**src/tvsg_pkg.sv**
```systemverilog
`default_nettype none
// ----------------------------------------------------------------------------
// tvsg_pkg: shared types and constants of the three voice sound generator
// Volume table, register numbers, sequencer states and the generator names.
// ----------------------------------------------------------------------------
package tvsg_pkg;

	localparam int unsigned MAX_TSTATES_DEF = 1023;
	localparam int unsigned TICK_W = 10;
	localparam int unsigned SAMPLE_W = 12;
	localparam int unsigned CNT_W = 26;
	localparam int unsigned NOISE_W = 17;

	localparam logic [3:0] REG_NOISE_PER = 4'd6;
	localparam logic [3:0] REG_MIXER     = 4'd7;
	localparam logic [3:0] REG_ENV_LO    = 4'd11;
	localparam logic [3:0] REG_ENV_HI    = 4'd12;
	localparam logic [3:0] REG_ENV_SHAPE = 4'd13;

	localparam logic [11:0] MIX_OFFSET = 12'd512;

	typedef enum logic [2:0] {
		ST_IDLE,
		ST_ADD,
		ST_SUB,
		ST_MIX,
		ST_OUT
	} state_t;

	typedef enum logic [1:0] {
		GEN_TONE_A,
		GEN_TONE_B,
		GEN_TONE_C,
		GEN_NOISE
	} gen_t;

	function automatic logic [9:0] vol_lookup(input logic [3:0] v);
		logic [9:0] r;
		case (v)
			4'd0:  r = 10'd0;
			4'd1:  r = 10'd9;
			4'd2:  r = 10'd14;
			4'd3:  r = 10'd20;
			4'd4:  r = 10'd29;
			4'd5:  r = 10'd42;
			4'd6:  r = 10'd58;
			4'd7:  r = 10'd93;
			4'd8:  r = 10'd115;
			4'd9:  r = 10'd181;
			4'd10: r = 10'd241;
			4'd11: r = 10'd307;
			4'd12: r = 10'd389;
			4'd13: r = 10'd469;
			4'd14: r = 10'd578;
			4'd15: r = 10'd682;
			default: r = 10'd0;
		endcase
		return r;
	endfunction

endpackage
`default_nettype wire

```
**src/tvsg_if.sv**
```systemverilog
`default_nettype none
// ----------------------------------------------------------------------------
// tvsg_in_if / tvsg_out_if: valid-ready channels of the sound generator
// Request channel (write or render) and sample channel.
// ----------------------------------------------------------------------------
interface tvsg_in_if;
	logic       valid;
	logic       ready;
	logic       req_type;
	logic [3:0] reg_index;
	logic [7:0] reg_value;
	logic [9:0] tstates;
	modport source (output valid, req_type, reg_index, reg_value, tstates, input ready);
	modport sink (input valid, req_type, reg_index, reg_value, tstates, output ready);
endinterface

interface tvsg_out_if;
	logic              valid;
	logic              ready;
	logic signed [11:0] sample;
	modport source (output valid, sample, input ready);
	modport sink (input valid, sample, output ready);
endinterface
`default_nettype wire

```
**src/tvsg_env.sv**
```systemverilog
`default_nettype none
// ----------------------------------------------------------------------------
// tvsg_env: envelope shaper
// Steps the 32-phase envelope once per strobe until held; restart clears phase and hold.
// ----------------------------------------------------------------------------
module tvsg_env (
	input  wire logic       clk,
	input  wire logic       arst_n,
	input  wire logic       restart,
	input  wire logic       step,
	input  wire logic [3:0] shape,
	output logic      [3:0] level
);

	logic [4:0] phase_q;
	logic       held_q;
	logic [3:0] level_q;
	logic [4:0] phase_nx;
	logic       rising;

	assign phase_nx = phase_q + 5'd1;
	assign level = level_q;

	always_comb begin
		rising = shape[2];
		if (shape[3] && shape[1] && phase_nx[4])
			rising = !rising;
	end

	always_ff @(posedge clk or negedge arst_n) begin
		if (!arst_n) begin
			phase_q <= '0;
			held_q  <= 1'b0;
			level_q <= '0;
		end else if (restart) begin
			phase_q <= '0;
			held_q  <= 1'b0;
		end else if (step && !held_q) begin
			phase_q <= phase_nx;
			if (phase_nx == 5'd0 && !shape[3]) begin
				level_q <= '0;
				held_q  <= 1'b1;
			end else if (phase_nx == 5'd0 && shape[0]) begin
				level_q <= (shape[1] ? shape[2] : !shape[2]) ? 4'hF : 4'h0;
				held_q  <= 1'b1;
			end else begin
				level_q <= rising ? phase_nx[3:0] : 4'hF - phase_nx[3:0];
			end
		end
	end

	assert property (@(posedge clk) disable iff (!arst_n) held_q && !restart |=> $stable(level_q))
		else $error("held envelope changed level");
	assert property (@(posedge clk) disable iff (!arst_n) restart |=> phase_q == 5'd0 && !held_q)
		else $error("envelope restart not applied");
	assert property (@(posedge clk) disable iff (!arst_n) $rose(held_q) |-> level_q == 4'h0 || level_q == 4'hF)
		else $error("envelope held at intermediate level");

endmodule
`default_nettype wire

```
**src/three_voice_sound_generator_unit.sv**
```systemverilog
`default_nettype none
// ----------------------------------------------------------------------------
// three_voice_sound_generator_unit: three tone, noise and envelope generator
// Register writes and render requests in, one mono sample per render out.
// ----------------------------------------------------------------------------
// Write: taken while idle, no result, the block stays ready for the next request.
// Render: half the ticks (plus the carried odd tick) are added to every counter,
// then each period subtraction and each move on to the next generator (five
// generators) goes through a single shared subtract/compare unit, the three
// voices are mixed, then the sample waits for ready. A render holds the block
// until its sample is taken. Async reset clears everything but the sample.
module three_voice_sound_generator_unit #(
	parameter int unsigned MAX_TSTATES = tvsg_pkg::MAX_TSTATES_DEF
) (
	input  wire logic clk,
	input  wire logic arst_n,
	tvsg_in_if.sink   in_ch,
	tvsg_out_if.source out_ch
);

	localparam logic [tvsg_pkg::TICK_W-1:0] TCAP =
		(MAX_TSTATES > 1023) ? 10'd1023 : tvsg_pkg::TICK_W'(MAX_TSTATES);

	tvsg_pkg::state_t state_q, state_nx;

	logic [7:0]                    regs_q [16];
	logic [tvsg_pkg::CNT_W-1:0]    cnt_q [5];
	logic [2:0]                    tone_q;
	logic                          noise_lvl_q;
	logic [tvsg_pkg::NOISE_W-1:0]  shift_q;
	logic                          carry_q;
	logic [2:0]                    sel_q;
	logic [1:0]                    mix_idx_q;
	logic [11:0]                   sum_q;
	logic signed [11:0]            sample_q;

	logic [3:0]  env_level;
	logic        env_step;
	logic        env_restart;
	logic [tvsg_pkg::CNT_W-1:0] step_amt;
	logic [tvsg_pkg::CNT_W-1:0] cur_cnt;
	logic        ge;
	logic [10:0] total;
	logic [9:0]  ticks;
	logic [11:0] per12;
	logic        accept;

	assign accept = in_ch.valid && in_ch.ready;
	assign in_ch.ready = (state_q == tvsg_pkg::ST_IDLE);
	assign out_ch.valid = (state_q == tvsg_pkg::ST_OUT);
	assign out_ch.sample = sample_q;

	assign ticks = (in_ch.tstates > TCAP) ? TCAP : in_ch.tstates;
	assign total = {10'd0, carry_q} + {1'b0, ticks};

	// Shared unit: pick the step of the selected generator, compare and subtract
	always_comb begin
		per12 = '0;
		step_amt = '0;
		case (sel_q)
			3'd0, 3'd1, 3'd2: begin
				per12 = {regs_q[{1'b0, sel_q[1:0], 1'b1}][3:0],
					regs_q[{1'b0, sel_q[1:0], 1'b0}]};
				if (per12 == 12'd0)
					per12 = 12'd1;
				step_amt = tvsg_pkg::CNT_W'({per12, 3'b000});
			end
			3'd3: begin
				step_amt = (regs_q[tvsg_pkg::REG_NOISE_PER][4:0] == 5'd0) ?
					tvsg_pkg::CNT_W'(16) :
					tvsg_pkg::CNT_W'({regs_q[tvsg_pkg::REG_NOISE_PER][4:0], 4'b0000});
			end
			3'd4: begin
				step_amt = ({regs_q[tvsg_pkg::REG_ENV_HI], regs_q[tvsg_pkg::REG_ENV_LO]} == 16'd0)
					? tvsg_pkg::CNT_W'(256)
					: tvsg_pkg::CNT_W'({regs_q[tvsg_pkg::REG_ENV_HI],
						regs_q[tvsg_pkg::REG_ENV_LO], 8'h00});
			end
			default: step_amt = '0;
		endcase
	end

	assign cur_cnt = cnt_q[sel_q];
	assign ge = (sel_q <= 3'd4) && (cur_cnt >= step_amt);
	assign env_step = (state_q == tvsg_pkg::ST_SUB) && ge && (sel_q == 3'd4);
	assign env_restart = accept && !in_ch.req_type && (in_ch.reg_index == tvsg_pkg::REG_ENV_SHAPE);

	tvsg_env u_env (
		.clk     (clk),
		.arst_n  (arst_n),
		.restart (env_restart),
		.step    (env_step),
		.shape   (regs_q[tvsg_pkg::REG_ENV_SHAPE][3:0]),
		.level   (env_level)
	);

	always_comb begin
		state_nx = state_q;
		case (state_q)
			tvsg_pkg::ST_IDLE: if (accept && in_ch.req_type) state_nx = tvsg_pkg::ST_ADD;
			tvsg_pkg::ST_ADD:  state_nx = tvsg_pkg::ST_SUB;
			tvsg_pkg::ST_SUB:  if (!ge && sel_q == 3'd4) state_nx = tvsg_pkg::ST_MIX;
			tvsg_pkg::ST_MIX:  if (mix_idx_q == 2'd2) state_nx = tvsg_pkg::ST_OUT;
			tvsg_pkg::ST_OUT:  if (out_ch.ready) state_nx = tvsg_pkg::ST_IDLE;
			default:           state_nx = tvsg_pkg::ST_IDLE;
		endcase
	end

	always_ff @(posedge clk or negedge arst_n) begin
		if (!arst_n)
			state_q <= tvsg_pkg::ST_IDLE;
		else
			state_q <= state_nx;
	end

	logic [10:0] half_q;
	logic        tone_hi;
	logic        noise_en;
	logic        tone_en;
	logic [3:0]  vol;
	logic [7:0]  amp;

	always_comb begin
		tone_en  = !regs_q[tvsg_pkg::REG_MIXER][mix_idx_q];
		noise_en = !regs_q[tvsg_pkg::REG_MIXER][3'(mix_idx_q) + 3'd3];
		tone_hi  = (!tone_en || tone_q[mix_idx_q]) && (!noise_en || noise_lvl_q);
		amp      = regs_q[4'd8 + 4'(mix_idx_q)];
		vol      = amp[4] ? env_level : amp[3:0];
	end

	always_ff @(posedge clk or negedge arst_n) begin
		if (!arst_n) begin
			for (int i = 0; i < 16; i++)
				regs_q[i] <= '0;
			for (int i = 0; i < 5; i++)
				cnt_q[i] <= '0;
			tone_q      <= '0;
			noise_lvl_q <= 1'b0;
			shift_q     <= tvsg_pkg::NOISE_W'(1);
			carry_q     <= 1'b0;
			sel_q       <= '0;
			mix_idx_q   <= '0;
			sum_q       <= '0;
			half_q      <= '0;
		end else begin
			case (state_q)
				tvsg_pkg::ST_IDLE: begin
					if (accept && !in_ch.req_type) begin
						regs_q[in_ch.reg_index] <= in_ch.reg_value;
						if (in_ch.reg_index == tvsg_pkg::REG_ENV_SHAPE)
							cnt_q[4] <= '0;
					end else if (accept) begin
						half_q  <= {1'b0, total[10:1]};
						carry_q <= total[0];
					end
				end
				tvsg_pkg::ST_ADD: begin
					for (int i = 0; i < 5; i++)
						cnt_q[i] <= cnt_q[i] + tvsg_pkg::CNT_W'(half_q);
					sel_q <= '0;
				end
				tvsg_pkg::ST_SUB: begin
					if (ge) begin
						cnt_q[sel_q] <= cur_cnt - step_amt;
						if (sel_q < 3'd3)
							tone_q[sel_q[1:0]] <= !tone_q[sel_q[1:0]];
						else if (sel_q == 3'd3) begin
							shift_q     <= {shift_q[0] ^ shift_q[3], shift_q[16:1]};
							noise_lvl_q <= shift_q[1];
						end
					end else begin
						sel_q <= sel_q + 3'd1;
					end
					mix_idx_q <= '0;
					sum_q     <= '0;
				end
				tvsg_pkg::ST_MIX: begin
					if (tone_hi)
						sum_q <= sum_q + {2'b00, tvsg_pkg::vol_lookup(vol)};
					mix_idx_q <= mix_idx_q + 2'd1;
				end
				default: ;
			endcase
		end
	end

	always_ff @(posedge clk) begin
		if (state_q == tvsg_pkg::ST_MIX && mix_idx_q == 2'd2)
			sample_q <= (tone_hi ? sum_q + {2'b00, tvsg_pkg::vol_lookup(vol)} : sum_q)
				- tvsg_pkg::MIX_OFFSET;
	end

	assert property (@(posedge clk) disable iff (!arst_n) shift_q != '0)
		else $error("noise shifter locked at zero");
	assert property (@(posedge clk) disable iff (!arst_n)
		state_q == tvsg_pkg::ST_SUB && sel_q < 3'd3 && ge |=> tone_q != $past(tone_q))
		else $error("tone subtraction without toggle");
	assert property (@(posedge clk) disable iff (!arst_n)
		state_q == tvsg_pkg::ST_OUT && !out_ch.ready |=> $stable(sample_q))
		else $error("pending sample changed");
	assert property (@(posedge clk) disable iff (!arst_n)
		state_q != tvsg_pkg::ST_IDLE |-> !in_ch.ready)
		else $error("request taken while busy");

endmodule
`default_nettype wire

```
**src/flat_wrapper.sv**
```systemverilog
// flat-port wrapper written by rule: the top's interface ports become plain ports
module three_voice_sound_generator_unit_flat 
#(
	parameter int unsigned MAX_TSTATES = tvsg_pkg::MAX_TSTATES_DEF
)
  (clk, arst_n, in_ch_valid, in_ch_req_type, in_ch_reg_index, in_ch_reg_value, in_ch_tstates, in_ch_ready, out_ch_valid, out_ch_sample, out_ch_ready);
  tvsg_in_if in_ch_i ();
  tvsg_out_if out_ch_i ();
  input  wire logic clk;
  input  wire logic arst_n;
  input wire logic [$bits(in_ch_i.valid)-1:0] in_ch_valid;
  input wire logic [$bits(in_ch_i.req_type)-1:0] in_ch_req_type;
  input wire logic [$bits(in_ch_i.reg_index)-1:0] in_ch_reg_index;
  input wire logic [$bits(in_ch_i.reg_value)-1:0] in_ch_reg_value;
  input wire logic [$bits(in_ch_i.tstates)-1:0] in_ch_tstates;
  output wire logic [$bits(in_ch_i.ready)-1:0] in_ch_ready;
  output wire logic [$bits(out_ch_i.valid)-1:0] out_ch_valid;
  output wire logic [$bits(out_ch_i.sample)-1:0] out_ch_sample;
  input wire logic [$bits(out_ch_i.ready)-1:0] out_ch_ready;
  assign in_ch_i.valid = in_ch_valid;
  assign in_ch_i.req_type = in_ch_req_type;
  assign in_ch_i.reg_index = in_ch_reg_index;
  assign in_ch_i.reg_value = in_ch_reg_value;
  assign in_ch_i.tstates = in_ch_tstates;
  assign in_ch_ready = in_ch_i.ready;
  assign out_ch_valid = out_ch_i.valid;
  assign out_ch_sample = out_ch_i.sample;
  assign out_ch_i.ready = out_ch_ready;
  three_voice_sound_generator_unit #(.MAX_TSTATES(MAX_TSTATES)) u_core (.clk(clk), .arst_n(arst_n), .in_ch(in_ch_i), .out_ch(out_ch_i));
endmodule
```
**config.mk**
```make
export PLATFORM = sky130hd
export DESIGN_NAME = three_voice_sound_generator_unit_flat
export DESIGN_NICKNAME = d
export VERILOG_FILES = /design/src/tvsg_pkg.sv /design/src/tvsg_if.sv /design/src/tvsg_env.sv /design/src/three_voice_sound_generator_unit.sv /design/src/flat_wrapper.sv
export SDC_FILE = /design/constraint.sdc
export NUM_CORES = 1
export LEC_CHECK = 0
export BUFFER_PORTS_ARGS = -buffer_cell sky130_fd_sc_hd__buf_2
export CAP_MARGIN = 20
export CELL_PAD_IN_SITES_DETAIL_PLACEMENT = 2
export CELL_PAD_IN_SITES_GLOBAL_PLACEMENT = 2
export CORE_MARGIN = 2
export CORE_UTILIZATION = 42
export DETAILED_ROUTE_END_ITERATION = 8
export HOLD_SLACK_MARGIN = 0.06
export PLACE_DENSITY_LB_ADDON = 0.08
export REMOVE_ABC_BUFFERS = 1
export SLEW_MARGIN = 5
export SYNTH_ARGS = -nofsm -noshare
export SYNTH_HDL_FRONTEND = slang
export SYNTH_SLANG_ARGS = --single-unit
```
**constraint.sdc**
```tcl
create_clock -name clk -period 6.4 [get_ports clk]
set_input_delay 0.96 -clock clk [delete_from_list [all_inputs] [get_ports clk]]
set_output_delay 0.96 -clock clk [all_outputs]
set_load 0.02 [all_outputs]
```
# Yosys cells after proc, flatten, opt, wreduce, memory -nomap -nowiden
# Memory sizes are Yosys's and may differ from the RTL's.
# Index checks and enable logic that the tools add are counted.
# classes
n_bitwise,9
n_mux,66
n_eq_ne,19
n_addsub,16
n_reduce_logical,49
order_cmp,16
# ops
operator,n
104-bit one-hot mux with 2 select lines,1
26-bit one-hot mux with 3 select lines,2
26-bit by 10-bit adder with 26-bit output,5
130-bit bitwise mux,1
130-bit 2-to-1 mux,1
26-bit 2-to-1 mux,5
128-bit bitwise mux,1
8-bit binary-select mux with 4-bit select,3
26-bit binary-select mux with 3-bit select,1
26-bit demux with 3-bit select,1
10-bit 2-to-1 mux,4
12-bit 2-to-1 mux,3
8-bit demux with 4-bit select,1
4-bit 2-to-1 mux,7
26-bit >= comparator,1
26-bit subtractor,1
12-bit by 10-bit adder with 12-bit output,2
24-bit 2-to-1 mux,1
8-bit 2-to-1 mux,3
12-bit one-hot mux with 2 select lines,1
5-bit >= comparator (second input constant),4
5-bit 2-to-1 mux,4
1-bit logical AND,18
16-bit zero test,1
other kinds (51),103
# totals
memories,2
romBits,320
out_inout_bits,14
regBits,332
wordCells,211
in_bits,27
# memory_table
name,words,word_bits,rd,rd_ports_with_merged_regs,wr,line,source
(name not given),16,10,1,0,0,tvsg_pkg.sv:39,case (v)
(name not given),16,10,1,0,0,tvsg_pkg.sv:39,

# Logic depth before layout (Yosys ltp)
# Gate-level depths: netlist of the first run.
# logic_depth
word_depth,14
ltp_mapped,22
depth_no_buf,21

# Cells and area by module
# A second synthesis of the first run with hierarchy kept.
# hier_totals
cells_unflattened,2134
area_unflattened_um2,20094.3
# by_module_without_submodules
mod,area_each_um2,cells_each,instances,seq_area_each_um2
three_voice_sound_generator_unit,19399.9,2064,1,7093.1
tvsg_env,694.4,70,1,250.2

# Worst setup path before layout of the first run
# No wires, ideal clock.
# synth_path
path_kind,reg2reg
startpoint,reg u_core.mix_idx_q[0]
endpoint,reg u_core.sample_q[11] (netlist: u_core.out_ch.sample[11]) (data pin)
setup_time_ps,260
required_ps,6140
n_path_buf,1
setup_slack_ps,1558
arrival_time_ps,4582
synth_period_minus_slack_ps,4842
path_stages_with_launch,23
path_cell_list,dfrtp_1 > clkbuf_1 > mux4_2 > mux2i_1 > inv_1 > ha_1 > nand2b_1 > o21ai_0 > a21oi_1 > ha_1 > inv_1 > fa_1 > nor2b_1 > o21ai_0 > a21boi_0 > o21ai_0 > a21oi_1 > a31oi_1 > nor2b_1 > xnor2_1 > ha_1 > xor2_1 > xnor2_1
# synth_between
elab_chain_len,11
word_cells_on_any_way,21
cone_classes,add/sub: 4; mux: 12; bitwise: 1; reduce/logical: 3; memory: 1
# synth_rtl
element,line,source
"start, declared",three_voice_sound_generator_unit.sv:33,logic [1:0] mix_idx_q;
"start signal, assigned",three_voice_sound_generator_unit.sv:180,mix_idx_q <= mix_idx_q + 2'd1;
4-bit by 2-bit adder with 4-bit output,three_voice_sound_generator_unit.sv:127,amp = regs_q[4'd8 + 4'(mix_idx_q)];
4-bit inverter with 5-bit output (implied by the code),three_voice_sound_generator_unit.sv:127,
8-bit binary-select mux with 4-bit select,three_voice_sound_generator_unit.sv:127,
5-bit 2-to-1 mux (implied by the code) (2 in a row),three_voice_sound_generator_unit.sv:127,
4-bit 2-to-1 mux,three_voice_sound_generator_unit.sv:128,vol = amp[4] ? env_level : amp[3:0];
memory 16 x 10 bit,--,
10-bit 2-to-1 mux,three_voice_sound_generator_unit.sv:188,if (state_q == tvsg_pkg::ST_MIX && mix_idx_q == 2'd2)
12-bit by 10-bit adder with 12-bit output,three_voice_sound_generator_unit.sv:189,"sample_q <= (tone_hi ? sum_q + {2'b00, tvsg_pkg::vol_lookup(vol)} : sum_q)"
12-bit 2-to-1 mux (*),three_voice_sound_generator_unit.sv:189,
12-bit by 10-bit subtractor with 12-bit output (*),three_voice_sound_generator_unit.sv:190,- tvsg_pkg::MIX_OFFSET;
"end signal, assigned",three_voice_sound_generator_unit.sv:189,
"end, declared",three_voice_sound_generator_unit.sv:35,logic signed [11:0] sample_q;
# Every way passes the cells marked *; elsewhere a longest branch is shown, timed or not. The select of a mux whose other input is x is not followed.
# A chain may end at the register's enable or synchronous reset.

# Final worst setup path of the first run
# Ends and elaborated chain as after synthesis.

==> results of run 1 <==
-- Yosys cell counts (all sizes together), types with 12 or more instances --
library cell	count	area, um^2
o22a	13	113.9
a211oi	36	275.3
a21oi	140	715.7
nand2	179	679.4
nor4	22	137.6
inv	57	214.0
o211ai	19	147.6
nor2b	18	112.6
a22oi	29	222.7
xnor2	43	376.6
clkbuf	68	256.5
mux2	127	1430
mux4	26	585.6
nor2	162	608.1
nand4	19	118.9
edfxtp	12	360.4
dfrtp	278	6957
ha	97	1214
and3	40	250.2
nor3	57	295.3
o21ai	157	800.8
buf	39	221.5
o22ai	43	269.0
nand2b	18	112.6
a22o	31	271.5
o221ai	13	113.9
a21o	33	247.7
and2	13	81.33
o21a	19	142.6
nand3	60	300.3
xor2	36	315.3
mux2i	25	250.2
a31oi	28	175.2
-- flip-flops by register name, summed over array words and instances (netlist names) --
| signal | count |
|---|---|
| u_core.cnt_q | 130 |
| u_core.regs_q | 87 |
| u_core.shift_q | 17 |
| u_core.out_ch.sample | 12 |
| u_core.sum_q | 12 |
| u_core.half_q | 10 |
| u_core.u_env.phase_q | 5 |
| u_core.u_env.level | 4 |
| u_core.sel_q | 3 |
| u_core.state_q | 3 |
| u_core.tone_q | 3 |
| u_core.mix_idx_q | 2 |
| u_core.carry_q | 1 |
| u_core.noise_lvl_q | 1 |
| u_core.u_env.held_q | 1 |
-- power groups by stage --
stage          clock network [W]  registers, W   logic [W]
3_5_place_dp                   0       0.00188   0.0000731
5_1_grt                  0.00237       0.00185   0.0000803
4_1_cts                  0.00231       0.00185   0.0000736
2_1_floorplan                  0       0.00188  0.00000479
3_3_place_gp                   0       0.00188   0.0000713
6_report                 0.00227       0.00185   0.0000715
-- cell usage in the layout, fill, tap and decap left out, types with 43 or more instances in the layout --
cell | synthesis | layout
a21oi_1 | 136 | 136
buf_4 | 5 | 52
dfrtp_1 | 278 | 276
ha_1 | 97 | 97
inv_1 | 56 | 56
mux2_2 | 126 | 126
nand2_1 | 178 | 177
nand3_1 | 60 | 60
nor2_1 | 162 | 162
nor3_1 | 55 | 54
o21ai_0 | 144 | 144
o22ai_1 | 43 | 43
xnor2_1 | 43 | 43
-- stage by stage --
stage / worst slack, ns / instances / total power (W)
final: 0.4376 / 2779 / 0.004195
after global routing: 0.03928 / 2777 / 0.004304
after CTS: 0.4759 / 2774 / 0.004229
after detailed placement: 0.5087 / 2701 / 0.001956
after global placement: 1.018 / 2699 / 0.001954
after floorplan: -0.02970 / 2002 / 0.001888
-- critical path: stages, from the launching register on --
cell      delay [ns]
dfrtp_1         0.80
mux4_2          0.71
mux2i_1         0.48
inv_1           0.15
ha_1            0.39
nand2b_1        0.22
o21ai_0         0.12
a21oi_1         0.20
ha_1            0.20
inv_1           0.06
fa_1            0.42
nor2b_1         0.13
o21ai_0         0.14
a21boi_0        0.28
o21ai_0         0.18
a21oi_1         0.28
a31oi_1         0.18
nor2b_1         0.16
xnor2_1         0.13
ha_1            0.18
xor2_1          0.19
xnor2_1         0.09
-- worst paths after layout --
path / to / cells after the start
setup / recovery: u_core.out_ch.sample[11]$_DFFE_PP_ / 21
hold / removal: u_core.cnt_q[126]$_DFFE_PN0P_ / 1
setup reg to reg: u_core.out_ch.sample[11]$_DFFE_PP_ / 21
hold reg to reg: u_core.u_env.level[1]$_DFFE_PN0P_ / 1
max in group asynchronous: u_core.u_env.phase_q[3]$_DFFE_PN0P_ / 2
min in group clk: u_core.u_env.level[1]$_DFFE_PN0P_ / 1
-- cell type report --
class	instances	area, um^2
clock inverter	11	140.1
tap	607	759.5
timing repair buffer	95	633.1
fill	4957	24540
inverter	57	214.0
sequential	291	7348
antenna	2	5.005
clock buffer	62	1164
multi-input combinational	1654	11850
-- kinds of logic (layout without fill, tap and decap cells) --
logic type	after synthesis	after routing	share of synthesized area
AO/OA/AOI/OAI	678	678	0.2323
XOR/XNOR	79	79	0.03484
adder cells (fa/ha/maj)	104	104	0.06816
buffers and inverters	164	225	0.03484
flip-flops	291	291	0.3697
multiplexers	178	178	0.1141
other	0	2	0
AND/OR/NAND/NOR	615	615	0.1461
-- metal layers --
metal	global-route usage	vias to the layer above	share of wire
met1	0.4578	9812	0.44
met5	0	-	0.00020
met2	0.5612	541	0.48
li1	-	8048	-
met3	0.04422	154	0.050
met4	0.1160	2	0.032
==> flow_summary.toml, run 1 <==
[sta]
clock-skew-final_ns = 0.02418
max_clock_freq_mhz = 167.7
period_share = 0.9316
rsz0062_at_grt = "no"
setup_viol = 0
timing.final.crit_period_ns = 5.962
worst_slew_pin_slew_ns = 1.112
fin_worst_hold_slack_ns = 0.4249
finalSetupTns_ns = 0
finalHoldViolCount = 0
maxSlewHeadroom = 0.2563
drv_slew = 0

[pwr]
share_comb_of_total_power = 0.017
p_int_w = 0.003200
power.switching_w = 0.0009947
clock_power_share = 0.542
vdd.ir_drop.worst_uv = 201.3
powerDensity_nw_per_um2 = 189.7
total_leakage_power_nw = 10.01
power.sequential.fraction = 0.441
switching_share = 0.2371

[global_route]
gr-usage-all-layers = 0.3387
grt_pass1_wl_mm = 127.8
grt_antenna_before_repair = 2
grt_overflow = 0
first_global_vias = 20050
grt_start_max_net_pins = 131

[yosys]
seq_area_frac_synth = 0.3697
ys_warn_count = 0
ys.flop_type = "dfrtp_1"
post_synthesis_instance_total = 2109
number_of_enable_type_register_cells_in_the_synthesized_netlist = 12
asyncSetResetFlopFracSynth = 0.9588
synth.lib_cells_used.distinct = 97
postSynthRegisterBits = 291
syn-mean-instance-area_um2 = 9.418
syn-cell-area_um2 = 19860

[floorplanning]
floorplan.die.width_um = 221.5
fp-row-count = 79
floorplan.core_area_um2 = 46650
initial_utilization = 0.4257
floorplan.die.height_um = 221.5
ios = 41
design.die.area_um2 = 49040

[clock_network]
cts_max_path_buffers = 3
cts_hold_repair.buffers = 0
cts_tree = "done"
cts_clock_pin_slew_for_the_worst_setup_and_hold_paths_ns = 0.06
tritoncts_num_sinks = 291
numCtsBuffers = 40
setup_bufs_post_cts = 0
clk_root_buffer_cell = "clkbuf_16"
cts_max_level = 2
clk_latency_ns = 0.59
postCtsResizedCells = 0

[route]
drt-wirelength-per-cell_um = 30.00
drt_pass1_iterations = 7
detail-route-antenna-nets = 0
vias = 18560
drt-vias-per-instance = 6.678
first_iter_violations = 1413
drc = 0
routed_wirelength_mm = 83.38

[outcome]
status = "completed"

[final_layout]
syn_to_final_growth_pct = 11.32
final_layout_size_suffix_gt1_frac = 0.1599
final_util = 0.4739
postLayoutCellArea_um2 = 22110
layout.nets = 2270

[critical_path]
critical_path.max_fanout = 13
start_kind = "flop"
worst-endpoint-required_ns = 6.72
timing.critical_path.arrival_ns = 6.29
crit_path_start = "u_core.mix_idx_q[0]$_DFFE_PN0N_"
critical_path_sink_type = "flop"
criticalPathCategory = "reg2reg"
rr_startpoint = "u_core.mix_idx_q[0]$_DFFE_PN0N_"
regToRegSetupSlack_ns = 0.44

[place]
port_buffers = 40
placed_area_um2 = 20780
post-dp-hpwl_mm = 59.10
finalWeightedCongestion = 0.8882

[worst_hold_path]
hp-class = "in2async"

[run]
maxCapViolCount = 0
No activity file was read; power rests on OpenSTA's default activity.
==> inputs of run 2 (changes only) <==
Settings changed: BUFFER_PORTS_ARGS -buffer_cell sky130_fd_sc_hd__buf_2 to not set, CORE_ASPECT_RATIO set to 1.1, DONT_BUFFER_PORTS set to 1.
==> run 2 against run 1 <==
Net effect: die area about the same; global-route usage decreased by 0.71 points; register-to-register slack improved by 0.26 ns; clock skew about the same; wire length decreased by 3.5%; critical path type unchanged.
==> flow_summary.toml, run 2 (synthesis results as in run 1) <==
[global_route]
m2_gr_usage = 0.5709
grt_antenna_before_repair = 0
gr-usage-all-layers = 0.3316
grt_start_max_net_pins = 280
grt_overflow = 0
grtUsageMet1 = 0.4292
grt_pass1_wl_mm = 124.1
first_global_vias = 19700
use_met3 = 0.03462
top_usage_layer = "met2"

[sta]
maxSlewHeadroom = 0.2217
period_share = 0.8914
worst_slew_pin_slew_ns = 1.159
timing.final.crit_period_ns = 5.705
max_clock_freq_mhz = 175.3
clock-skew-final_ns = 0.02396
fin_worst_hold_slack_ns = 0.09489
layout_setup_ws_ns = 0.6950
drv_slew = 0
rsz0062_at_grt = "no"
finalSetupTns_ns = 0
finalHoldViolCount = 0
setup_viol = 0

[critical_path]
criticalPathCategory = "reg2reg"
start_kind = "flop"
worst-endpoint-required_ns = 6.71
timing.critical_path.arrival_ns = 6.01
timing.critical_path.buf_inv = 2
critical_path.slowest_cell = "dfrtp_1"
regToRegSetupSlack_ns = 0.70
critical_path.max_fanout = 13
critical_path_sink_type = "flop"
critical-path-max-stage-delay_ns = 0.76
cp_top_family = "compound AO/OA/AOI/OAI gates"
crit_chain = "mux4_2 -> mux2i_1 -> inv_1 -> ha_1 -> nand2b_1 -> o21ai_0 -> a21oi_1 -> ha_1 -> inv_1 -> fa_1 -> nor2b_1 -> o21ai_0 -> a21boi_0 -> o21ai_0 -> a21oi_1 -> a31oi_1 -> nor2b_1 -> xnor2_1 -> ha_1 -> xor2_1 -> xnor2_1"

[final_layout]
multi_input_area_um2 = 11850
largest_register_ff_count = 130
area.sequential_um2 = 7348
reg.largest.list = "u_core.cnt_q x130, u_core.regs_q x87, u_core.shift_q x17"
final_common_cell = "dfrtp_1"
final_util = 0.4659
fillerInstances = 4978
register_with_the_most_flip_flops = "u_core.cnt_q"
layout.nets = 2221
final_layout_size_suffix_gt1_frac = 0.1414
antenna_cells_inserted = 0
layout.cells.most_common_list = "276 x dfrtp_1, 177 x nand2_1, 162 x nor2_1, 144 x o21ai_0, 136 x a21oi_1"
syn_to_final_growth_pct = 9.632

[route]
vias = 18170
drt_pass1_iterations = 6
first_iter_violations = 1209
drc = 0
drt-wirelength-per-cell_um = 29.69
routed_wirelength_mm = 80.42
drt-vias-per-instance = 6.707
detail-route-antenna-nets = 0

[clock_network]
clk_root_buffer_cell = "clkbuf_16"
numCtsBuffers = 37
tritoncts_num_sinks = 291
clk_latency_ns = 0.58
postCtsResizedCells = 0
cts_max_path_buffers = 3
cts_clock_pin_slew_for_the_worst_setup_and_hold_paths_ns = 0.07
setup_bufs_post_cts = 0
cts_hold_repair.buffers = 0
cts_max_level = 2
cts_tree = "done"

[pwr]
finalPower_w = 0.004016
vdd.ir_drop.worst_uv = 218.0
powerDensity_nw_per_um2 = 184.4
total_leakage_power_nw = 9.807

[place]
port_buffers = 0
post-dp-hpwl_mm = 56.88
place_ws_ns = 0.7194
finalWeightedCongestion = 0.9211

[outcome]
status = "completed"

[run]
maxCapViolCount = 0

[floorplanning]
ios = 41
floorplan.die.height_um = 232.1
design.die.area_um2 = 49050
floorplan.die.width_um = 211.3
initial_utilization = 0.4250
fp-row-count = 83
floorplan.core_area_um2 = 46730

[worst_hold_path]
hp-class = "in2async"
## run 2: final timing paths
path | from | end | depth (start not counted)
max in group asynchronous | arst_n | u_core.sum_q[11]$_DFFE_PN0P_ | 0
setup / recovery | u_core.mix_idx_q[0]$_DFFE_PN0N_ | u_core.out_ch.sample[11]$_DFFE_PP_ | 21
setup reg to reg | u_core.mix_idx_q[0]$_DFFE_PN0N_ | u_core.out_ch.sample[11]$_DFFE_PP_ | 21
min in group clk | u_core.shift_q[0]$_DFFE_PN1P_ | u_core.shift_q[0]$_DFFE_PN1P_ | 2
hold / removal | arst_n | u_core.shift_q[10]$_DFFE_PN0P_ | 0
hold reg to reg | u_core.shift_q[0]$_DFFE_PN1P_ | u_core.shift_q[0]$_DFFE_PN1P_ | 2
## run 2: power by group
| part | total [W] | switching (W) | internal [W] | leakage [nW] |
|---|---|---|---|---|
| registers | 0.00185 | 0 | 0.00185 | 3.90 |
| clock network | 0.00216 | 0.000902 | 0.00126 | 0.591 |
| logic | 0.00000613 | 0.00000268 | 0.00000345 | 5.32 |
## run 2: layer usage
layer / up-vias / part of all wire
met2: 522 / 0.49
li1: 7916 / -
met5: - / 0
met4: 0 / 0.040
met1: 9568 / 0.43
met3: 163 / 0.041
## run 2: through the flow
step                      cell area (um^2)  instances
after floorplan                      19380       2002
after global placement               20530       2640
after detailed placement             20550       2643
after CTS                            21760       2706
after global routing                 21770       2709
final                                21770       2709
## run 2: final cells by class
type	count	share of cell area
multi-input cells	1654	0.5440
inverters	57	0.009826
clock inverters	14	0.008274
clock buffers	49	0.04735
flip-flops and latches	291	0.3375
repair buffers	49	0.01885
well taps	595	0.03419
==> inputs of run 3 (changes only) <==
Settings changed: ABC_AREA set to 1, CORE_UTILIZATION 42 to 37.
==> run 3 against run 2 <==
Net effect: first-iteration DRC count is 22% higher; via count is 34% higher; wire length up 35%; clock skew is 0.013 ns lower; cell count up 51%; sequential share of layout area fell by 3.5 points; largest cell class unchanged; fmax up 0.48%.
==> flow_summary.toml, run 3 <==
[final_layout]
largest_register_ff_count = 130
syn_to_final_growth_pct = 9.647
multi_input_area_um2 = 12990
layout.cells.most_common_list = "1120 x nand2_1, 336 x o21ai_0, 318 x inv_1, 278 x dfrtp_1, 220 x nor2_1"
fillerInstances = 7268
register_with_the_most_flip_flops = "u_core.cnt_q"
final_common_cell = "nand2_1"
final_layout_size_suffix_gt1_frac = 0.04505
antenna_cells_inserted = 0
reg.largest.list = "u_core.cnt_q x130, u_core.regs_q x87, u_core.shift_q x17"
postLayoutCellArea_um2 = 24260
fin_cells = 4098
layout.nets = 3433
area.sequential_um2 = 7343

[sta]
finalHoldViolCount = 0
maxSlewHeadroom = 0.1410
max_clock_freq_mhz = 176.1
finalSetupTns_ns = 0
worst_slew_pin_slew_ns = 1.277
period_share = 0.8871
rsz0062_at_grt = "no"
fin_worst_hold_slack_ns = 0.09570
drv_slew = 0
clock-skew-final_ns = 0.01111
setup_viol = 0
timing.final.crit_period_ns = 5.678

[outcome]
status = "completed"

[clock_network]
cts_max_level = 2
cts_clock_pin_slew_for_the_worst_setup_and_hold_paths_ns = 0.06
clk_root_buffer_cell = "clkbuf_16"
setup_bufs_post_cts = 0
cts_max_path_buffers = 3
cts_hold_repair.buffers = 0
numCtsBuffers = 38
clk_latency_ns = 0.57
cts_tree = "done"
tritoncts_num_sinks = 291
postCtsResizedCells = 0

[floorplanning]
floorplan.core_area_um2 = 59510
fp-row-count = 94
floorplan.die.height_um = 260.5
initial_utilization = 0.3718
ios = 41
floorplan.die.width_um = 237.2
design.die.area_um2 = 61780

[route]
first_iter_violations = 1474
drt_pass1_iterations = 5
drc = 0
drt-wirelength-per-cell_um = 26.49
vias = 24350
detail-route-antenna-nets = 0
routed_wirelength_mm = 108.5
drt-vias-per-instance = 5.941

[pwr]
power.switching_w = 0.009754
powerDensity_nw_per_um2 = 679.3
clock_power_share = 0.140
switching_share = 0.5919
total_leakage_power_nw = 11.92
p_int_w = 0.006726
share_comb_of_total_power = 0.668
power.sequential.fraction = 0.192
vdd.ir_drop.worst_uv = 273.0
finalPower_w = 0.01648

[global_route]
grt_antenna_before_repair = 1
grt_pass1_wl_mm = 166.0
grt_overflow = 0
gr-usage-all-layers = 0.3532
grt_start_max_net_pins = 280
first_global_vias = 26830

[critical_path]
criticalPathCategory = "reg2reg"
critical_path_sink_type = "flop"
crit_path_start = "u_core.mix_idx_q[0]$_DFFE_PN0N_"
start_kind = "flop"
rr_startpoint = "u_core.mix_idx_q[0]$_DFFE_PN0N_"
critical_path.max_fanout = 20
timing.critical_path.arrival_ns = 5.98
worst-endpoint-required_ns = 6.70

[worst_hold_path]
hp-class = "in2async"

[yosys]
number_of_enable_type_register_cells_in_the_synthesized_netlist = 12
ys.flop_type = "dfrtp_1"
post_synthesis_instance_total = 3331
synth_top_area_cell = "dfrtp_1"
syn-mean-instance-area_um2 = 6.643
ys_warn_count = 0
netlist_top_cells_area = "dfrtp_1 31%, nand2_1 19%, o21ai_0 7.6%"
asyncSetResetFlopFracSynth = 0.9588
syn-cell-area_um2 = 22130
seq_area_frac_synth = 0.3319
synth.lib_cells_used.distinct = 57
yosys.cell_count.top_type = "nand2_1"
postSynthRegisterBits = 291
post_synth_most_frequent_cells = "1122 x nand2_1, 336 x o21ai_0, 318 x inv_1"
synthDominantCellAreaShare = 0.3144

[run]
maxCapViolCount = 0

[place]
finalWeightedCongestion = 0.9703
post-dp-hpwl_mm = 82.24
dp_cells = 4030
port_buffers = 0
placed_area_um2 = 22960
[run 3: cell types whose count changed after synthesis, moves of 60 or more]
cell / change
inv_1: +262
mux2_2: -126
nand2_1: +944
nand3_1: +154
nand4_1: +127
nor2_1: +60
o21ai_0: +192
[run 3: kinds of logic after synthesis]
| group | share of synthesized area |
|---|---|
| and+or+nand+nor | 0.3474 |
| AOI/OAI and AO/OA | 0.1579 |
| buffers and inverters | 0.08222 |
| DFF | 0.3319 |
| adders and majority gates | 0.06118 |
| xor gates and xnor gates | 0.01900 |
| muxes | 0.0004524 |
[run 3: per-stage QoR]
step / util / setup slack [ns]
floorplan: - / -1.933
global placement: 0.3858 / 1.047
detailed placement: 0.3858 / 0.7896
CTS: 0.4077 / 0.7063
global route: 0.4077 / 0.1820
finish: 0.4077 / 0.7224
[run 3: path summary, 6_finish.rpt]
| kind | slack [ns] | end | cells after the start |
|---|---|---|---|
| worst max register to register | 0.72 | u_core.out_ch.sample[11]$_DFFE_PP_ | 23 |
| worst min-delay path | 0.1 | u_core.cnt_q[27]$_DFFE_PN0P_ | 0 |
| min in group clk | 0.49 | u_core.carry_q$_DFFE_PN0P_ | 2 |
| worst max-delay path | 0.72 | u_core.out_ch.sample[11]$_DFFE_PP_ | 23 |
| max in group asynchronous | 5.27 | u_core.sum_q[6]$_DFFE_PN0P_ | 0 |
| worst min register to register | 0.49 | u_core.carry_q$_DFFE_PN0P_ | 2 |
[run 3: area by class of cell]
class / instances / area share
Multi-Input combinational cell: 2588 / 0.5354
Tap cell: 768 / 0.03961
Timing Repair Buffer: 54 / 0.01774
Clock inverter: 11 / 0.006910
Sequential cell: 291 / 0.3027
Clock buffer: 57 / 0.04672
Inverter: 329 / 0.05095
[run 3: critical path, stage by stage, from the launching register on]
cell,delay [ns]
dfrtp_1,0.72
inv_2,0.29
nand2_1,0.12
o21ai_0,0.09
a21oi_1,0.53
nand2_1,0.13
o21ai_0,0.34
inv_1,0.11
ha_1,0.32
inv_1,0.07
nand2_1,0.12
nand2_1,0.22
o22ai_1,0.11
ha_1,0.36
nand3_1,0.10
nand2_1,0.19
a21boi_0,0.18
o21ai_0,0.46
a31oi_1,0.20
xor2_1,0.19
nand2_1,0.07
o21ai_0,0.13
ha_1,0.23
xnor2_1,0.13
[run 3: routing by layer]
metal,part of all wire,vias to the layer above,global-route usage,wire (um)
met5,0,-,0,0
met4,0.054,0,0.1771,5833
met1,0.41,12470,0.4198,44580
li1,-,11060,-,-
met3,0.044,224,0.04601,4724
met2,0.49,586,0.6282,53410
[run 3: power by group through the flow]
stage	sequential, W	combinational [W]	clock, W
2_1_floorplan	0.00283	0.00623	0
3_3_place_gp	0.00313	0.0103	0
3_5_place_dp	0.00316	0.0107	0
4_1_cts	0.00314	0.0108	0.00234
5_1_grt	0.00322	0.0119	0.00240
6_report	0.00317	0.0110	0.00231
